File: src/rtl/vsync_field_period_calc_core_assert.svh
// Assertion macros shared by the vsync field period calculator RTL.
`ifndef VSYNC_FIELD_PERIOD_CALC_CORE_ASSERT_SVH
`define VSYNC_FIELD_PERIOD_CALC_CORE_ASSERT_SVH
`ifndef SYNTHESIS
`define VFPC_ASSERT_SAME(lbl, ante, cons) \
	lbl: assert property (@(posedge clk) disable iff (!arst_n) (ante) |-> (cons)) \
		else $error("vfpc assertion failed");
`define VFPC_ASSERT_NEXT(lbl, ante, cons) \
	lbl: assert property (@(posedge clk) disable iff (!arst_n) (ante) |=> (cons)) \
		else $error("vfpc assertion failed");
`else
`define VFPC_ASSERT_SAME(lbl, ante, cons)
`define VFPC_ASSERT_NEXT(lbl, ante, cons)
`endif
`endif

File: src/rtl/vfpc_pkg.sv
// Types and constants of the vsync field period calculator.
package vfpc_pkg;

	localparam int NUM_CHANNELS_DEF = 6;
	localparam int TICK_HZ_DEF      = 27000000;

	localparam int CH_W      = 3;
	localparam int CNT_W     = 32;
	localparam int SHIFT_W   = 16;
	localparam int SHIFT_REGS = 6;
	localparam int DVD_W     = 64;
	localparam int DIV_STEPS = DVD_W;
	localparam int STEP_W    = $clog2(DIV_STEPS);

	localparam int CFG_IDX_W  = 3;
	localparam int CFG_DATA_W = SHIFT_W;

	localparam logic [CFG_IDX_W-1:0] REG_DOUBLE_RATE   = 3'd0;
	localparam logic [CFG_IDX_W-1:0] REG_PHASE_FIRST   = 3'd1;
	localparam logic [CFG_IDX_W-1:0] REG_PHASE_LAST    = 3'd6;

	typedef struct packed {
		logic [CH_W-1:0]  channel;
		logic [CNT_W-1:0] rate_num;
		logic [CNT_W-1:0] rate_den;
		logic             interlaced;
	} vfpc_in_t;

	typedef struct packed {
		logic             ok;
		logic [CH_W-1:0]  out_channel;
		logic [CNT_W-1:0] first_field_count;
		logic [CNT_W-1:0] second_field_count;
		logic             field_select;
		logic             scan_changed;
	} vfpc_out_t;

	typedef struct packed {
		logic busy;
		logic done;
	} vfpc_div_stat_t;

endpackage

File: src/rtl/vfpc_if.sv
// Valid/ready stream interfaces for requests and results.
interface vfpc_in_if;
	logic               valid;
	logic               ready;
	vfpc_pkg::vfpc_in_t payload;

	modport source (output valid, output payload, input ready);
	modport sink (input valid, input payload, output ready);
endinterface

interface vfpc_out_if;
	logic                valid;
	logic                ready;
	vfpc_pkg::vfpc_out_t payload;

	modport source (output valid, output payload, input ready);
	modport sink (input valid, input payload, output ready);
endinterface

File: src/rtl/vfpc_div.sv
// Bit-serial restoring divider: 64-bit dividend by 32-bit divisor, low 32 quotient bits.
module vfpc_div (
	input  logic                               clk,
	input  logic                               arst_n,
	input  logic                               start,
	input  logic [vfpc_pkg::DVD_W-1:0]         dividend,
	input  logic [vfpc_pkg::CNT_W-1:0]         divisor,
	output logic [vfpc_pkg::CNT_W-1:0]         quotient,
	output vfpc_pkg::vfpc_div_stat_t           stat
);
	logic                          busy_q;
	logic                          done_q;
	logic [vfpc_pkg::STEP_W-1:0]   step_q;
	logic [vfpc_pkg::DVD_W-1:0]    dvd_q;
	logic [vfpc_pkg::CNT_W-1:0]    dsr_q;
	logic [vfpc_pkg::CNT_W-1:0]    rem_q;
	logic [vfpc_pkg::CNT_W-1:0]    quo_q;
	logic [vfpc_pkg::CNT_W:0]      rem_sh;
	logic [vfpc_pkg::CNT_W:0]      rem_sub;
	logic                          fits;
	logic                          last_step;

	// The partial remainder stays below the divisor, so 33 bits hold the shifted value.
	always_comb begin
		rem_sh  = {rem_q, dvd_q[vfpc_pkg::DVD_W-1]};
		rem_sub = rem_sh - {1'b0, dsr_q};
		fits    = rem_sh >= {1'b0, dsr_q};
	end

	assign last_step = (step_q == vfpc_pkg::STEP_W'(vfpc_pkg::DIV_STEPS - 1));

	always_ff @(posedge clk or negedge arst_n) begin
		if (!arst_n) begin
			busy_q <= 1'b0;
			done_q <= 1'b0;
			step_q <= '0;
		end else begin
			done_q <= !start && busy_q && last_step;
			if (start) begin
				busy_q <= 1'b1;
				step_q <= '0;
			end else if (busy_q) begin
				step_q <= step_q + 1'b1;
				if (last_step) begin
					busy_q <= 1'b0;
				end
			end
		end
	end

	always_ff @(posedge clk) begin
		if (start) begin
			dvd_q <= dividend;
			dsr_q <= divisor;
			rem_q <= '0;
			quo_q <= '0;
		end else if (busy_q) begin
			dvd_q <= {dvd_q[vfpc_pkg::DVD_W-2:0], 1'b0};
			rem_q <= fits ? rem_sub[vfpc_pkg::CNT_W-1:0] : rem_sh[vfpc_pkg::CNT_W-1:0];
			quo_q <= {quo_q[vfpc_pkg::CNT_W-2:0], fits};
		end
	end

	assign quotient  = quo_q;
	assign stat.busy = busy_q;
	assign stat.done = done_q;
endmodule

File: src/rtl/vfpc_cfg_regs.sv
// Configuration registers: double-rate flag and per-channel phase shifts.
module vfpc_cfg_regs (
	input  logic                                 clk,
	input  logic                                 arst_n,
	input  logic                                 cfg_we,
	input  logic [vfpc_pkg::CFG_IDX_W-1:0]       cfg_index,
	input  logic [vfpc_pkg::CFG_DATA_W-1:0]      cfg_data,
	input  logic [vfpc_pkg::CH_W-1:0]            rd_channel,
	output logic                                 double_rate,
	output logic signed [vfpc_pkg::SHIFT_W-1:0]  phase_shift
);
	logic                                double_rate_q;
	logic signed [vfpc_pkg::SHIFT_W-1:0] phase_q [vfpc_pkg::SHIFT_REGS];
	logic [vfpc_pkg::CFG_IDX_W-1:0]      slot;

	assign slot = cfg_index - vfpc_pkg::REG_PHASE_FIRST;

	always_ff @(posedge clk or negedge arst_n) begin
		if (!arst_n) begin
			double_rate_q <= 1'b0;
			for (int i = 0; i < vfpc_pkg::SHIFT_REGS; i++) begin
				phase_q[i] <= '0;
			end
		end else if (cfg_we) begin
			if (cfg_index == vfpc_pkg::REG_DOUBLE_RATE) begin
				double_rate_q <= cfg_data[0];
			end else if (cfg_index >= vfpc_pkg::REG_PHASE_FIRST &&
					cfg_index <= vfpc_pkg::REG_PHASE_LAST) begin
				phase_q[slot] <= cfg_data;
			end
		end
	end

	// Channels without a shift register of their own see no offset.
	always_comb begin
		if (32'(rd_channel) < vfpc_pkg::SHIFT_REGS) begin
			phase_shift = phase_q[rd_channel];
		end else begin
			phase_shift = '0;
		end
	end

	assign double_rate = double_rate_q;
endmodule

File: src/rtl/vsync_field_period_calc_core.sv
// Top level: sequencer around the serial divider, scan-type state and result register.
//
//   channel  direction  accepted when
//   req      in         req.valid && req.ready
//   rsp      out        rsp.valid && rsp.ready
//   cfg      in         cfg_we (index cfg_index, data cfg_data)
//
// A valid request is taken; then the product is loaded into the divider, the divider
// runs its 64 steps (one quotient bit a cycle), the quotient is picked up and the fields
// are finished. req.ready is high only while idle, so a new request is taken only when
// the last is through; a rejected request skips the divider and goes straight to the
// finishing step. A finished result waits while the output register is full, which
// keeps req.ready low; a result that sits in the register does not block a new request.
// arst_n clears control state and sets every channel's scan type to interlaced.
module vsync_field_period_calc_core #(
	parameter int NUM_CHANNELS = vfpc_pkg::NUM_CHANNELS_DEF,
	parameter int TICK_HZ      = vfpc_pkg::TICK_HZ_DEF
) (
	input  logic                              clk,
	input  logic                              arst_n,
	vfpc_in_if.sink                           req,
	vfpc_out_if.source                        rsp,
	input  logic                              cfg_we,
	input  logic [vfpc_pkg::CFG_IDX_W-1:0]    cfg_index,
	input  logic [vfpc_pkg::CFG_DATA_W-1:0]   cfg_data
);
	`include "vsync_field_period_calc_core_assert.svh"

	localparam int CH_IDX_W = (NUM_CHANNELS > 1) ? $clog2(NUM_CHANNELS) : 1;

	typedef enum logic [2:0] {
		ST_IDLE,
		ST_LOAD,
		ST_DIV,
		ST_FIN
	} state_t;

	state_t                          state_q;
	logic [vfpc_pkg::CH_W-1:0]       ch_q;
	logic [vfpc_pkg::CNT_W-1:0]      num_q;
	logic [vfpc_pkg::CNT_W-1:0]      den_q;
	logic                            intl_q;
	logic                            bad_q;
	logic [vfpc_pkg::CNT_W-1:0]      quo_q;
	logic [NUM_CHANNELS-1:0]         scan_q;
	logic                            rsp_valid_q;
	vfpc_pkg::vfpc_out_t             rsp_data_q;

	logic                            req_take;
	logic                            req_bad;
	logic                            div_start;
	logic [vfpc_pkg::DVD_W-1:0]      product;
	logic [vfpc_pkg::CNT_W-1:0]      div_quo;
	vfpc_pkg::vfpc_div_stat_t        div_stat;
	logic                            double_rate;
	logic signed [vfpc_pkg::SHIFT_W-1:0] phase_shift;
	logic [vfpc_pkg::CNT_W-1:0]      period_sum;
	logic [vfpc_pkg::CNT_W-1:0]      period;
	logic [vfpc_pkg::CNT_W-1:0]      first_cnt;
	logic [vfpc_pkg::CNT_W-1:0]      second_cnt;
	logic                            stored_scan;
	logic                            out_free;
	logic                            out_load;
	vfpc_pkg::vfpc_out_t             result;

	assign req.ready = (state_q == ST_IDLE);
	assign req_take  = req.valid && req.ready;
	assign req_bad   = (32'(req.payload.channel) >= NUM_CHANNELS) ||
		(req.payload.rate_num == '0) || (req.payload.rate_den == '0);

	// The product register is the divider's own dividend register.
	assign div_start = (state_q == ST_LOAD);
	assign product   = 64'(den_q) * 64'(TICK_HZ);

	vfpc_div u_div (
		.clk      (clk),
		.arst_n   (arst_n),
		.start    (div_start),
		.dividend (product),
		.divisor  (num_q),
		.quotient (div_quo),
		.stat     (div_stat)
	);

	vfpc_cfg_regs u_cfg (
		.clk         (clk),
		.arst_n      (arst_n),
		.cfg_we      (cfg_we),
		.cfg_index   (cfg_index),
		.cfg_data    (cfg_data),
		.rd_channel  (ch_q),
		.double_rate (double_rate),
		.phase_shift (phase_shift)
	);

	always_comb begin
		period_sum = quo_q + {{(vfpc_pkg::CNT_W - vfpc_pkg::SHIFT_W){phase_shift[vfpc_pkg::SHIFT_W-1]}},
			phase_shift};
		period     = double_rate ? (period_sum >> 1) : period_sum;
		first_cnt  = period >> 1;
		second_cnt = first_cnt + vfpc_pkg::CNT_W'(period[0]);
		stored_scan = scan_q[ch_q[CH_IDX_W-1:0]];

		result.out_channel = ch_q;
		if (bad_q) begin
			result.ok                 = 1'b0;
			result.first_field_count  = '0;
			result.second_field_count = '0;
			result.field_select       = 1'b0;
			result.scan_changed       = 1'b0;
		end else begin
			result.ok                 = 1'b1;
			result.first_field_count  = first_cnt;
			result.second_field_count = second_cnt;
			result.field_select       = intl_q;
			result.scan_changed       = intl_q != stored_scan;
		end
	end

	assign out_free = !rsp_valid_q || rsp.ready;
	assign out_load = (state_q == ST_FIN) && out_free;

	always_ff @(posedge clk or negedge arst_n) begin
		if (!arst_n) begin
			state_q     <= ST_IDLE;
			rsp_valid_q <= 1'b0;
			scan_q      <= '1;
		end else begin
			rsp_valid_q <= out_load || (rsp_valid_q && !rsp.ready);
			unique case (state_q)
				ST_IDLE: begin
					if (req_take) begin
						state_q <= req_bad ? ST_FIN : ST_LOAD;
					end
				end
				ST_LOAD: begin
					state_q <= ST_DIV;
				end
				ST_DIV: begin
					if (div_stat.done) begin
						state_q <= ST_FIN;
					end
				end
				ST_FIN: begin
					if (out_free) begin
						state_q <= ST_IDLE;
						if (!bad_q) begin
							scan_q[ch_q[CH_IDX_W-1:0]] <= intl_q;
						end
					end
				end
				default: begin
					state_q <= ST_IDLE;
				end
			endcase
		end
	end

	always_ff @(posedge clk) begin
		if (req_take) begin
			ch_q   <= req.payload.channel;
			num_q  <= req.payload.rate_num;
			den_q  <= req.payload.rate_den;
			intl_q <= req.payload.interlaced;
			bad_q  <= req_bad;
		end
		if (div_stat.done) begin
			quo_q <= div_quo;
		end
		if (out_load) begin
			rsp_data_q <= result;
		end
	end

	assign rsp.valid   = rsp_valid_q;
	assign rsp.payload = rsp_data_q;

	`VFPC_ASSERT_NEXT(a_busy_after_take, req_take, !req.ready)
	`VFPC_ASSERT_SAME(a_div_start_idle, div_start, !div_stat.busy)
	`VFPC_ASSERT_SAME(a_done_in_div, div_stat.done, state_q == ST_DIV)
	`VFPC_ASSERT_SAME(a_reject_zero, rsp.valid && !rsp.payload.ok,
		rsp.payload.first_field_count == '0 && rsp.payload.second_field_count == '0 &&
		!rsp.payload.scan_changed)
endmodule
File: src/flat_wrapper.sv
// flat-port wrapper written by rule: the top's interface ports become plain ports
module vsync_field_period_calc_core_flat 
#(
	parameter int NUM_CHANNELS = vfpc_pkg::NUM_CHANNELS_DEF,
	parameter int TICK_HZ      = vfpc_pkg::TICK_HZ_DEF
)
  (clk, arst_n, cfg_we, cfg_index, cfg_data, req_valid, req_payload, req_ready, rsp_valid, rsp_payload, rsp_ready);
  vfpc_in_if req_i ();
  vfpc_out_if rsp_i ();
  input  logic clk;
  input  logic arst_n;
  input  logic cfg_we;
  input  logic [vfpc_pkg::CFG_IDX_W-1:0] cfg_index;
  input  logic [vfpc_pkg::CFG_DATA_W-1:0] cfg_data;
  input wire logic [$bits(req_i.valid)-1:0] req_valid;
  input wire logic [$bits(req_i.payload)-1:0] req_payload;
  output wire logic [$bits(req_i.ready)-1:0] req_ready;
  output wire logic [$bits(rsp_i.valid)-1:0] rsp_valid;
  output wire logic [$bits(rsp_i.payload)-1:0] rsp_payload;
  input wire logic [$bits(rsp_i.ready)-1:0] rsp_ready;
  assign req_i.valid = req_valid;
  assign req_i.payload = req_payload;
  assign req_ready = req_i.ready;
  assign rsp_valid = rsp_i.valid;
  assign rsp_payload = rsp_i.payload;
  assign rsp_i.ready = rsp_ready;
  vsync_field_period_calc_core #(.NUM_CHANNELS(NUM_CHANNELS), .TICK_HZ(TICK_HZ)) u_core (.clk(clk), .arst_n(arst_n), .req(req_i), .rsp(rsp_i), .cfg_we(cfg_we), .cfg_index(cfg_index), .cfg_data(cfg_data));
endmodule
File: config.mk
export PLATFORM = sky130hd
export DESIGN_NAME = vsync_field_period_calc_core_flat
export DESIGN_NICKNAME = d
export VERILOG_FILES = /design/src/rtl/vfpc_pkg.sv /design/src/rtl/vfpc_if.sv /design/src/rtl/vfpc_div.sv /design/src/rtl/vfpc_cfg_regs.sv /design/src/rtl/vsync_field_period_calc_core.sv /design/src/flat_wrapper.sv
export VERILOG_INCLUDE_DIRS = /design/src /design/src/rtl
export SDC_FILE = /design/constraint.sdc
export NUM_CORES = 2
export LEC_CHECK = 0
export ABC_AREA = 1
export BUFFER_PORTS_ARGS = -buffer_cell sky130_fd_sc_hd__buf_4
export CAP_MARGIN = 40
export CORE_MARGIN = 2
export CORE_UTILIZATION = 31
export CTS_BUF_LIST = sky130_fd_sc_hd__clkbuf_4 sky130_fd_sc_hd__clkbuf_8
export DETAILED_ROUTE_END_ITERATION = 7
export GPL_ROUTABILITY_DRIVEN = 0
export HOLD_SLACK_MARGIN = 0.1
export PLACE_DENSITY = 0.42
export SETUP_SLACK_MARGIN = 0.05
export SLEW_MARGIN = 10
export SYNTH_ARGS = -nofsm -noshare
export SYNTH_HDL_FRONTEND = slang
export SYNTH_SLANG_ARGS = --single-unit
export TNS_END_PERCENT = 1
File: constraint.sdc
create_clock -name clk -period 18 [get_ports clk]
set_input_delay 0 -clock clk [delete_from_list [all_inputs] [get_ports clk]]
set_output_delay 0 -clock clk [all_outputs]
set_load 0.01 [all_outputs]
After elaboration in Yosys (flattened, before gate mapping)
Index checks and enable logic that the tools add are counted.
{"block": "totals", "ff_bits": 440, "inputBits": 92, "out_inout_bits": 72}
{"block": "classes", "add_sub_neg": 5, "multipliers": 1, "magnitude_cmp": 10, "n_eq_ne": 8, "n_mux": 27, "bitwise_logic": 4, "n_reduce_logical": 24}
{"operator": "$mux 57", "n": 2}
{"operator": "$bwmux 96", "n": 1}
{"operator": "$logic_not 32->1", "n": 2}
{"operator": "$mux 16", "n": 4}
{"operator": "$mux 32", "n": 2}
{"operator": "$mul 32x19->51 const B", "n": 1}
{"operator": "$bmux 16 s3", "n": 1}
{"operator": "$demux 16 s3", "n": 1}
{"operator": "$ge 33x32->1", "n": 1}
{"operator": "$add 31x1->32", "n": 1}
{"operator": "$add 32x32->32", "n": 1}
{"operator": "$sub 32x32->32", "n": 1}
{"operator": "$mux 6", "n": 2}
{"operator": "$pmux 3 s4", "n": 1}
{"operator": "$mux 3", "n": 3}
{"operator": "$reduce_and 3->1", "n": 3}
{"operator": "$ge 4x4->1 const B", "n": 2}
{"operator": "$logic_and 1x1->1", "n": 8}
{"operator": "$not 3->4", "n": 2}
{"operator": "$add 6x1->6 const B", "n": 1}
{"operator": "$bwmux 6", "n": 1}
{"operator": "$eq 3x2->1 const B", "n": 2}
{"operator": "$eq 6x6->1 const B", "n": 1}
{"operator": "$ge 3x1->1 const B", "n": 2}
{"operator": "other kinds (20)", "n": 33}

Depth between registers and ports, before layout
{"block": "logic_depth", "depth_word": 8, "depth_mapped": 29, "depth_no_buf": 29}

Cells and area by module
From an unflattened synthesis, not the netlist that was laid out.
{"block": "hier_totals", "hier_cells": 4589, "hier_area_um2": 37293.3}
{"mod": "vsync_field_period_calc_core", "instances": 1, "cells_per_inst": 2687, "area_each_um2": 23037.1, "seq_area_each_um2": 5337.6}
{"mod": "vfpc_div", "instances": 1, "cells_per_inst": 1225, "area_each_um2": 9145.0, "seq_area_each_um2": 4364.2}
{"mod": "vfpc_cfg_regs", "instances": 1, "cells_per_inst": 677, "area_each_um2": 5111.2, "seq_area_each_um2": 2427.3}

Least setup slack after synthesis
OpenSTA, ideal clock, no wires.
{"block": "synth_timing", "path_kind": "reg-to-reg", "startpoint": "reg u_core.den_q[11] (netlist name)", "endpoint": "reg u_core.u_div.dvd_q[45] (netlist name), data pin", "setup_ps": 267, "arrival_time_ps": 5368, "required_time_ps": 17733, "setup_slack_ps": 12365, "path_stages_with_launch": 21, "path_buffers": 0, "path_cell_list": "edfxtp_1 -> inv_1 -> fa_1 -> fa_1 -> fa_1 -> inv_1 -> fa_1 -> fa_1 -> inv_1 -> fa_1 -> inv_1 -> ha_1 -> a21oi_1 -> o21ai_0 -> inv_1 -> o21ai_0 -> nor3_1 -> o21ai_0 -> a21oi_1 -> xor2_1 -> o21ai_0"}
{"block": "synth_between", "elab_chain_len": 2}
{"item": "from (decl)", "line": "vsync_field_period_calc_core.sv:41", "source": "logic [vfpc_pkg::CNT_W-1:0] den_q;"}
{"item": "from (signal assigned)", "line": "vsync_field_period_calc_core.sv:163", "source": "den_q <= req.payload.rate_den;"}
{"item": "$mul 32x19->51", "line": "vsync_field_period_calc_core.sv:73", "source": "assign product = 64'(den_q) * 64'(TICK_HZ);"}
{"item": "$mux 57", "line": "vfpc_div.sv:52", "source": "if (start) begin"}
{"item": "to (signal assigned)", "line": "vfpc_div.sv:53", "source": "dvd_q <= dividend;"}
{"item": "to (signal assigned)", "line": "vfpc_div.sv:58", "source": "dvd_q <= {dvd_q[vfpc_pkg::DVD_W-2:0], 1'b0};"}
{"item": "to (decl)", "line": "vfpc_div.sv:14", "source": "logic [vfpc_pkg::DVD_W-1:0] dvd_q;"}
Every way passes these cells.
A chain may end at the register's enable or synchronous reset.

Worst setup path after layout
{"block": "layout_timing", "startpoint": "reg u_core.den_q[19] (netlist name)", "endpoint": "reg u_core.u_div.dvd_q[51] (netlist name), data pin"}
Same word-level chain as after synthesis.

==> flow_summary_export.csv <==
group,metric,value,unit
clocking,h_tree_level_count,3,
die,die_w,343,um
setup_path,timing.critical_path.mode_cell,"sky130_fd_sc_hd__fa_1",
logic_synthesis,synth.cell_area,0.0356,mm2
setup_path,setup.reg_to_reg.worst_slack,11.68,ns
sta,finalSetupViolations,0,
status,run_status,"finished, final reports clean",
clocking,clk_root_buffer_cell,"sky130_fd_sc_hd__clkbuf_8",
logic_synthesis,yosysUniqueCellTypes,58,
finish,syn_to_final_growth,19.0,%
logic_synthesis,synth_area_leaders,"sky130_fd_sc_hd__edfxtp_1 (21%), sky130_fd_sc_hd__fa_1 (16%), sky130_fd_sc_hd__ha_1 (9.8%)",
logic_synthesis,avgSynthCellArea,8.47,um2
detailed_routing,route.antenna.remaining_nets,0,
grt,grt-ovfl-total,0,
setup_path,timing.critical_path.fanout_max,6,
sta,finClkSkew,0.0615,ns
grt,antenna_found_initial,1,
setup_path,worstReg2RegEnd,"u_core.u_div.dvd_q[51]",
sta,max_fclk,158,MHz
min_path,hold_end,"u_core.u_cfg.phase_q[55]",
min_path,hp-class,"in2reg",
finish,finish.net_count,5229,
setup_path,cpMaxStageDelayCell,"sky130_fd_sc_hd__fa_1",
detailed_routing,drt_first_pass_iters,5,
grt,pin_count_of_the_biggest_net_entering_global_routing,61,
logic_synthesis,async_reset_ff_share,26.0,%
place,hpwl_after_detailed_placement,82.2,mm
setup_path,critPathMaxStageDelay,0.56,ns
sta,slew_viol_final,0,
sta,worst_slew_pin_slew,0.826,ns
logic_synthesis,synth_top_area_share,21.4,%
die,design.die.area,0.118,mm2
detailed_routing,detail_route.drc_violations,0,
setup_path,r2r.worst_path.cells,21,
sta,final_min_period_over_clock_period,35.1,%
grt,grt_first_pass_wirelength,163,mm
setup_path,worstSetupStartpointType,"register",
sta,finalHoldViolations,0,
clocking,clk_pin_slew,0.06,ns
die,placeableCoreArea,0.114,mm2
setup_path,path_delay_family,"adder cells",
setup_path,worst_setup_path_category,"reg2reg",
clocking,insertion_delay,0.78,ns
finish,most_frequent_cells_in_the_layout,"sky130_fd_sc_hd__nand2_1 (897), sky130_fd_sc_hd__inv_1 (885), sky130_fd_sc_hd__fa_1 (291)",
sta,setup_total_negative_slack,0,ns
place,placedCellCount,5824,
die,chipHeight,343,um
logic_synthesis,ys.warnings.count,0,
clocking,tritoncts.num_buffers,86,
logic_synthesis,sequential_to_total_area_share_from_yosys_stat,33.4,%
clocking,bufs_on_longest_clock_path,3,
sta,post-route-min-period,6.32,ns
setup_path,critPathBufInv,5,
setup_path,cell_by_cell_trace_of_the_critical_path,"inv_1 -> fa_1 -> fa_1 -> fa_1 -> inv_1 -> fa_1 -> fa_1 -> inv_1 -> fa_1 -> inv_1 -> ha_1 -> inv_1 -> o21bai_1 -> a31oi_1 -> o21ai_0 -> a21oi_1 -> nand3_1 -> a21o_1 -> or2_2 -> nand3_1 -> nand2_1",
finish,num-fill-cells,11900,
min_path,min_from,"cfg_data[7]",
finish,layout.cells.most_common,"sky130_fd_sc_hd__nand2_1",
logic_synthesis,yosys.area.top_type,"sky130_fd_sc_hd__edfxtp_1",
clocking,post_cts_resized,0,
sta,unrepaired_setup_endpoints_after_global_routing,"false",
logic_synthesis,ys_seq_elements,438,
grt,vias_in_the_first_global_route,28800,
setup_path,worstPathArrival,6.81,ns
setup_path,timing.critical_path.required,18.49,ns
min_path,min_path_cells,4,
finish,post_route_cells_drive_above_1_share,9.64,%
detailed_routing,wl_per_cell,16.8,um
detailed_routing,drt_iter0_drc,1609,
setup_path,critPathCaptureType,"register",
sta,slew_headroom,44.4,%
finish,finalNonFillerCells,6149,
flow_run,drv.max_cap_violation_count,0,
clocking,tritoncts_clock_tree,"yes",
detailed_routing,vias,27900,
detailed_routing,drt-vias-per-instance,4.54,
logic_synthesis,syn-num-nets,4863,
logic_synthesis,dominantRegCellSynth,"sky130_fd_sc_hd__edfxtp_1",
logic_synthesis,synthesis.instances,4200,
setup_path,cp_num_cells,21,
die,core.rowCount,124,
grt,grtUsageTotal,17.8,%
die,i_o_pin_count,164,
setup_path,crit-reg2reg-launch,"u_core.den_q[19]",
die,initial_core_util,31.2,%
clocking,cts_num_sinks,438,
logic_synthesis,synth_enable_flop_cells,253,
detailed_routing,drt-total-wl,103,mm
place,buffer_ports.inserted,162,
through the flow:
| step | cell area (um2) | hold slack [ns] | setup WS (ns) | util, % |
|---|---|---|---|---|
| final | 42300 | 0.174 | 11.68 | 37.1 |
| after global routing | 42300 | 0.165 | 11.18 | 37.1 |
| after CTS | 42300 | 0.102 | 11.62 | 37.1 |
| after detailed placement | 38700 | 0.0455 | 11.69 | 34.0 |
| after global placement | 38600 | 0.0553 | 11.68 | 33.8 |
| after floorplan | 35600 | -0.296 | 12.36 | - |
how the worst max path moves through the flow:
| stage | end | from | slack [ns] |
|---|---|---|---|
| 4_1_cts | u_core.u_div.dvd_q[45] | u_core.den_q[7] | 11.62 |
| 2_1_floorplan | u_core.u_div.dvd_q[45] | u_core.den_q[11] | 12.36 |
| 3_3_place_gp | u_core.u_div.dvd_q[54] | u_core.den_q[29] | 11.68 |
| 5_1_grt | u_core.u_div.dvd_q[45] | u_core.den_q[7] | 11.18 |
| 6_report | u_core.u_div.dvd_q[51] | u_core.den_q[19] | 11.68 |
| 3_5_place_dp | u_core.u_div.dvd_q[45] | u_core.den_q[7] | 11.69 |
logic make-up after synthesis:
family / count (synthesis) / synth area share [%]
buffers and inverters: 989 / 10.5
and+or+nand+nor: 1528 / 18.3
xor gates and xnor gates: 95 / 2.34
AOI/OAI and AO/OA: 578 / 9.24
adders and majority gates: 571 / 26.2
DFF: 438 / 33.4
other: 1 / 0.0105
worst register-to-register path: stages, from the launching register on:
cell	delay (ns)
sky130_fd_sc_hd__edfxtp_1	0.45
sky130_fd_sc_hd__inv_1	0.25
sky130_fd_sc_hd__fa_1	0.56
sky130_fd_sc_hd__fa_1	0.53
sky130_fd_sc_hd__fa_1	0.52
sky130_fd_sc_hd__inv_1	0.07
sky130_fd_sc_hd__fa_1	0.47
sky130_fd_sc_hd__fa_1	0.54
sky130_fd_sc_hd__inv_1	0.05
sky130_fd_sc_hd__fa_1	0.54
sky130_fd_sc_hd__inv_1	0.05
sky130_fd_sc_hd__ha_1	0.39
sky130_fd_sc_hd__inv_1	0.16
sky130_fd_sc_hd__o21bai_1	0.11
sky130_fd_sc_hd__a31oi_1	0.27
sky130_fd_sc_hd__o21ai_0	0.18
sky130_fd_sc_hd__a21oi_1	0.17
sky130_fd_sc_hd__nand3_1	0.15
sky130_fd_sc_hd__a21o_1	0.20
sky130_fd_sc_hd__or2_2	0.26
sky130_fd_sc_hd__nand3_1	0.07
sky130_fd_sc_hd__nand2_1	0.05
final cells by class:
| type | instances | area [um2] | share of cell area (%) |
|---|---|---|---|
| Sequential cell | 438 | 11900 | 28.1 |
| Tap cell | 1512 | 1890 | 4.47 |
| Timing Repair Buffer | 358 | 3210 | 7.58 |
| Clock buffer | 118 | 1450 | 3.42 |
| Antenna cell | 1 | 2.50 | 0.00591 |
| Clock inverter | 40 | 484 | 1.14 |
| Multi-Input combinational cell | 2773 | 20000 | 47.3 |
| Inverter | 909 | 3410 | 8.06 |
registers in the layout, indices dropped and copies added (netlist names), 32 cells and up:
name	cells
u_core.rsp.payload	69
u_core.u_cfg.phase_q	96
u_core.u_div.dvd_q	58
u_core.u_div.rem_q	32
u_core.u_div.quotient	32
u_core.quo_q	32
u_core.den_q	32
u_core.u_div.dsr_q	32
u_core.num_q	32
timing repair:
item | CTS | global route
hold buffers | 166 | 0
buffers inserted | 0 | 0
endpoints found under the hold margin | 264 | 0
metal layers:
layer	vias to the layer above	track usage (%)	wire length [um]
li1	14100	-	-
met1	13100	24.8	50100
met2	500	28.6	46200
met3	149	2.42	3870
met4	0	5.38	2800
met5	-	0	0
synth_stat cells (32+ instances only):
cell type	count
sky130_fd_sc_hd__nand2_1	897
sky130_fd_sc_hd__dfxtp_1	71
sky130_fd_sc_hd__fa_1	291
sky130_fd_sc_hd__nand3_1	211
sky130_fd_sc_hd__o21ai_0	238
sky130_fd_sc_hd__clkbuf_1	56
sky130_fd_sc_hd__a21oi_1	143
sky130_fd_sc_hd__edfxtp_1	253
sky130_fd_sc_hd__inv_1	887
sky130_fd_sc_hd__nor2_1	237
sky130_fd_sc_hd__nand4_1	32
sky130_fd_sc_hd__a31oi_1	42
sky130_fd_sc_hd__o22ai_1	45
sky130_fd_sc_hd__xnor2_1	37
sky130_fd_sc_hd__xor2_1	58
sky130_fd_sc_hd__dfrtp_1	108
sky130_fd_sc_hd__ha_1	280
Power is left out: the tool's default activity adds up to more than one toggle a clock period on the data nets, which glitch-free logic cannot reach.
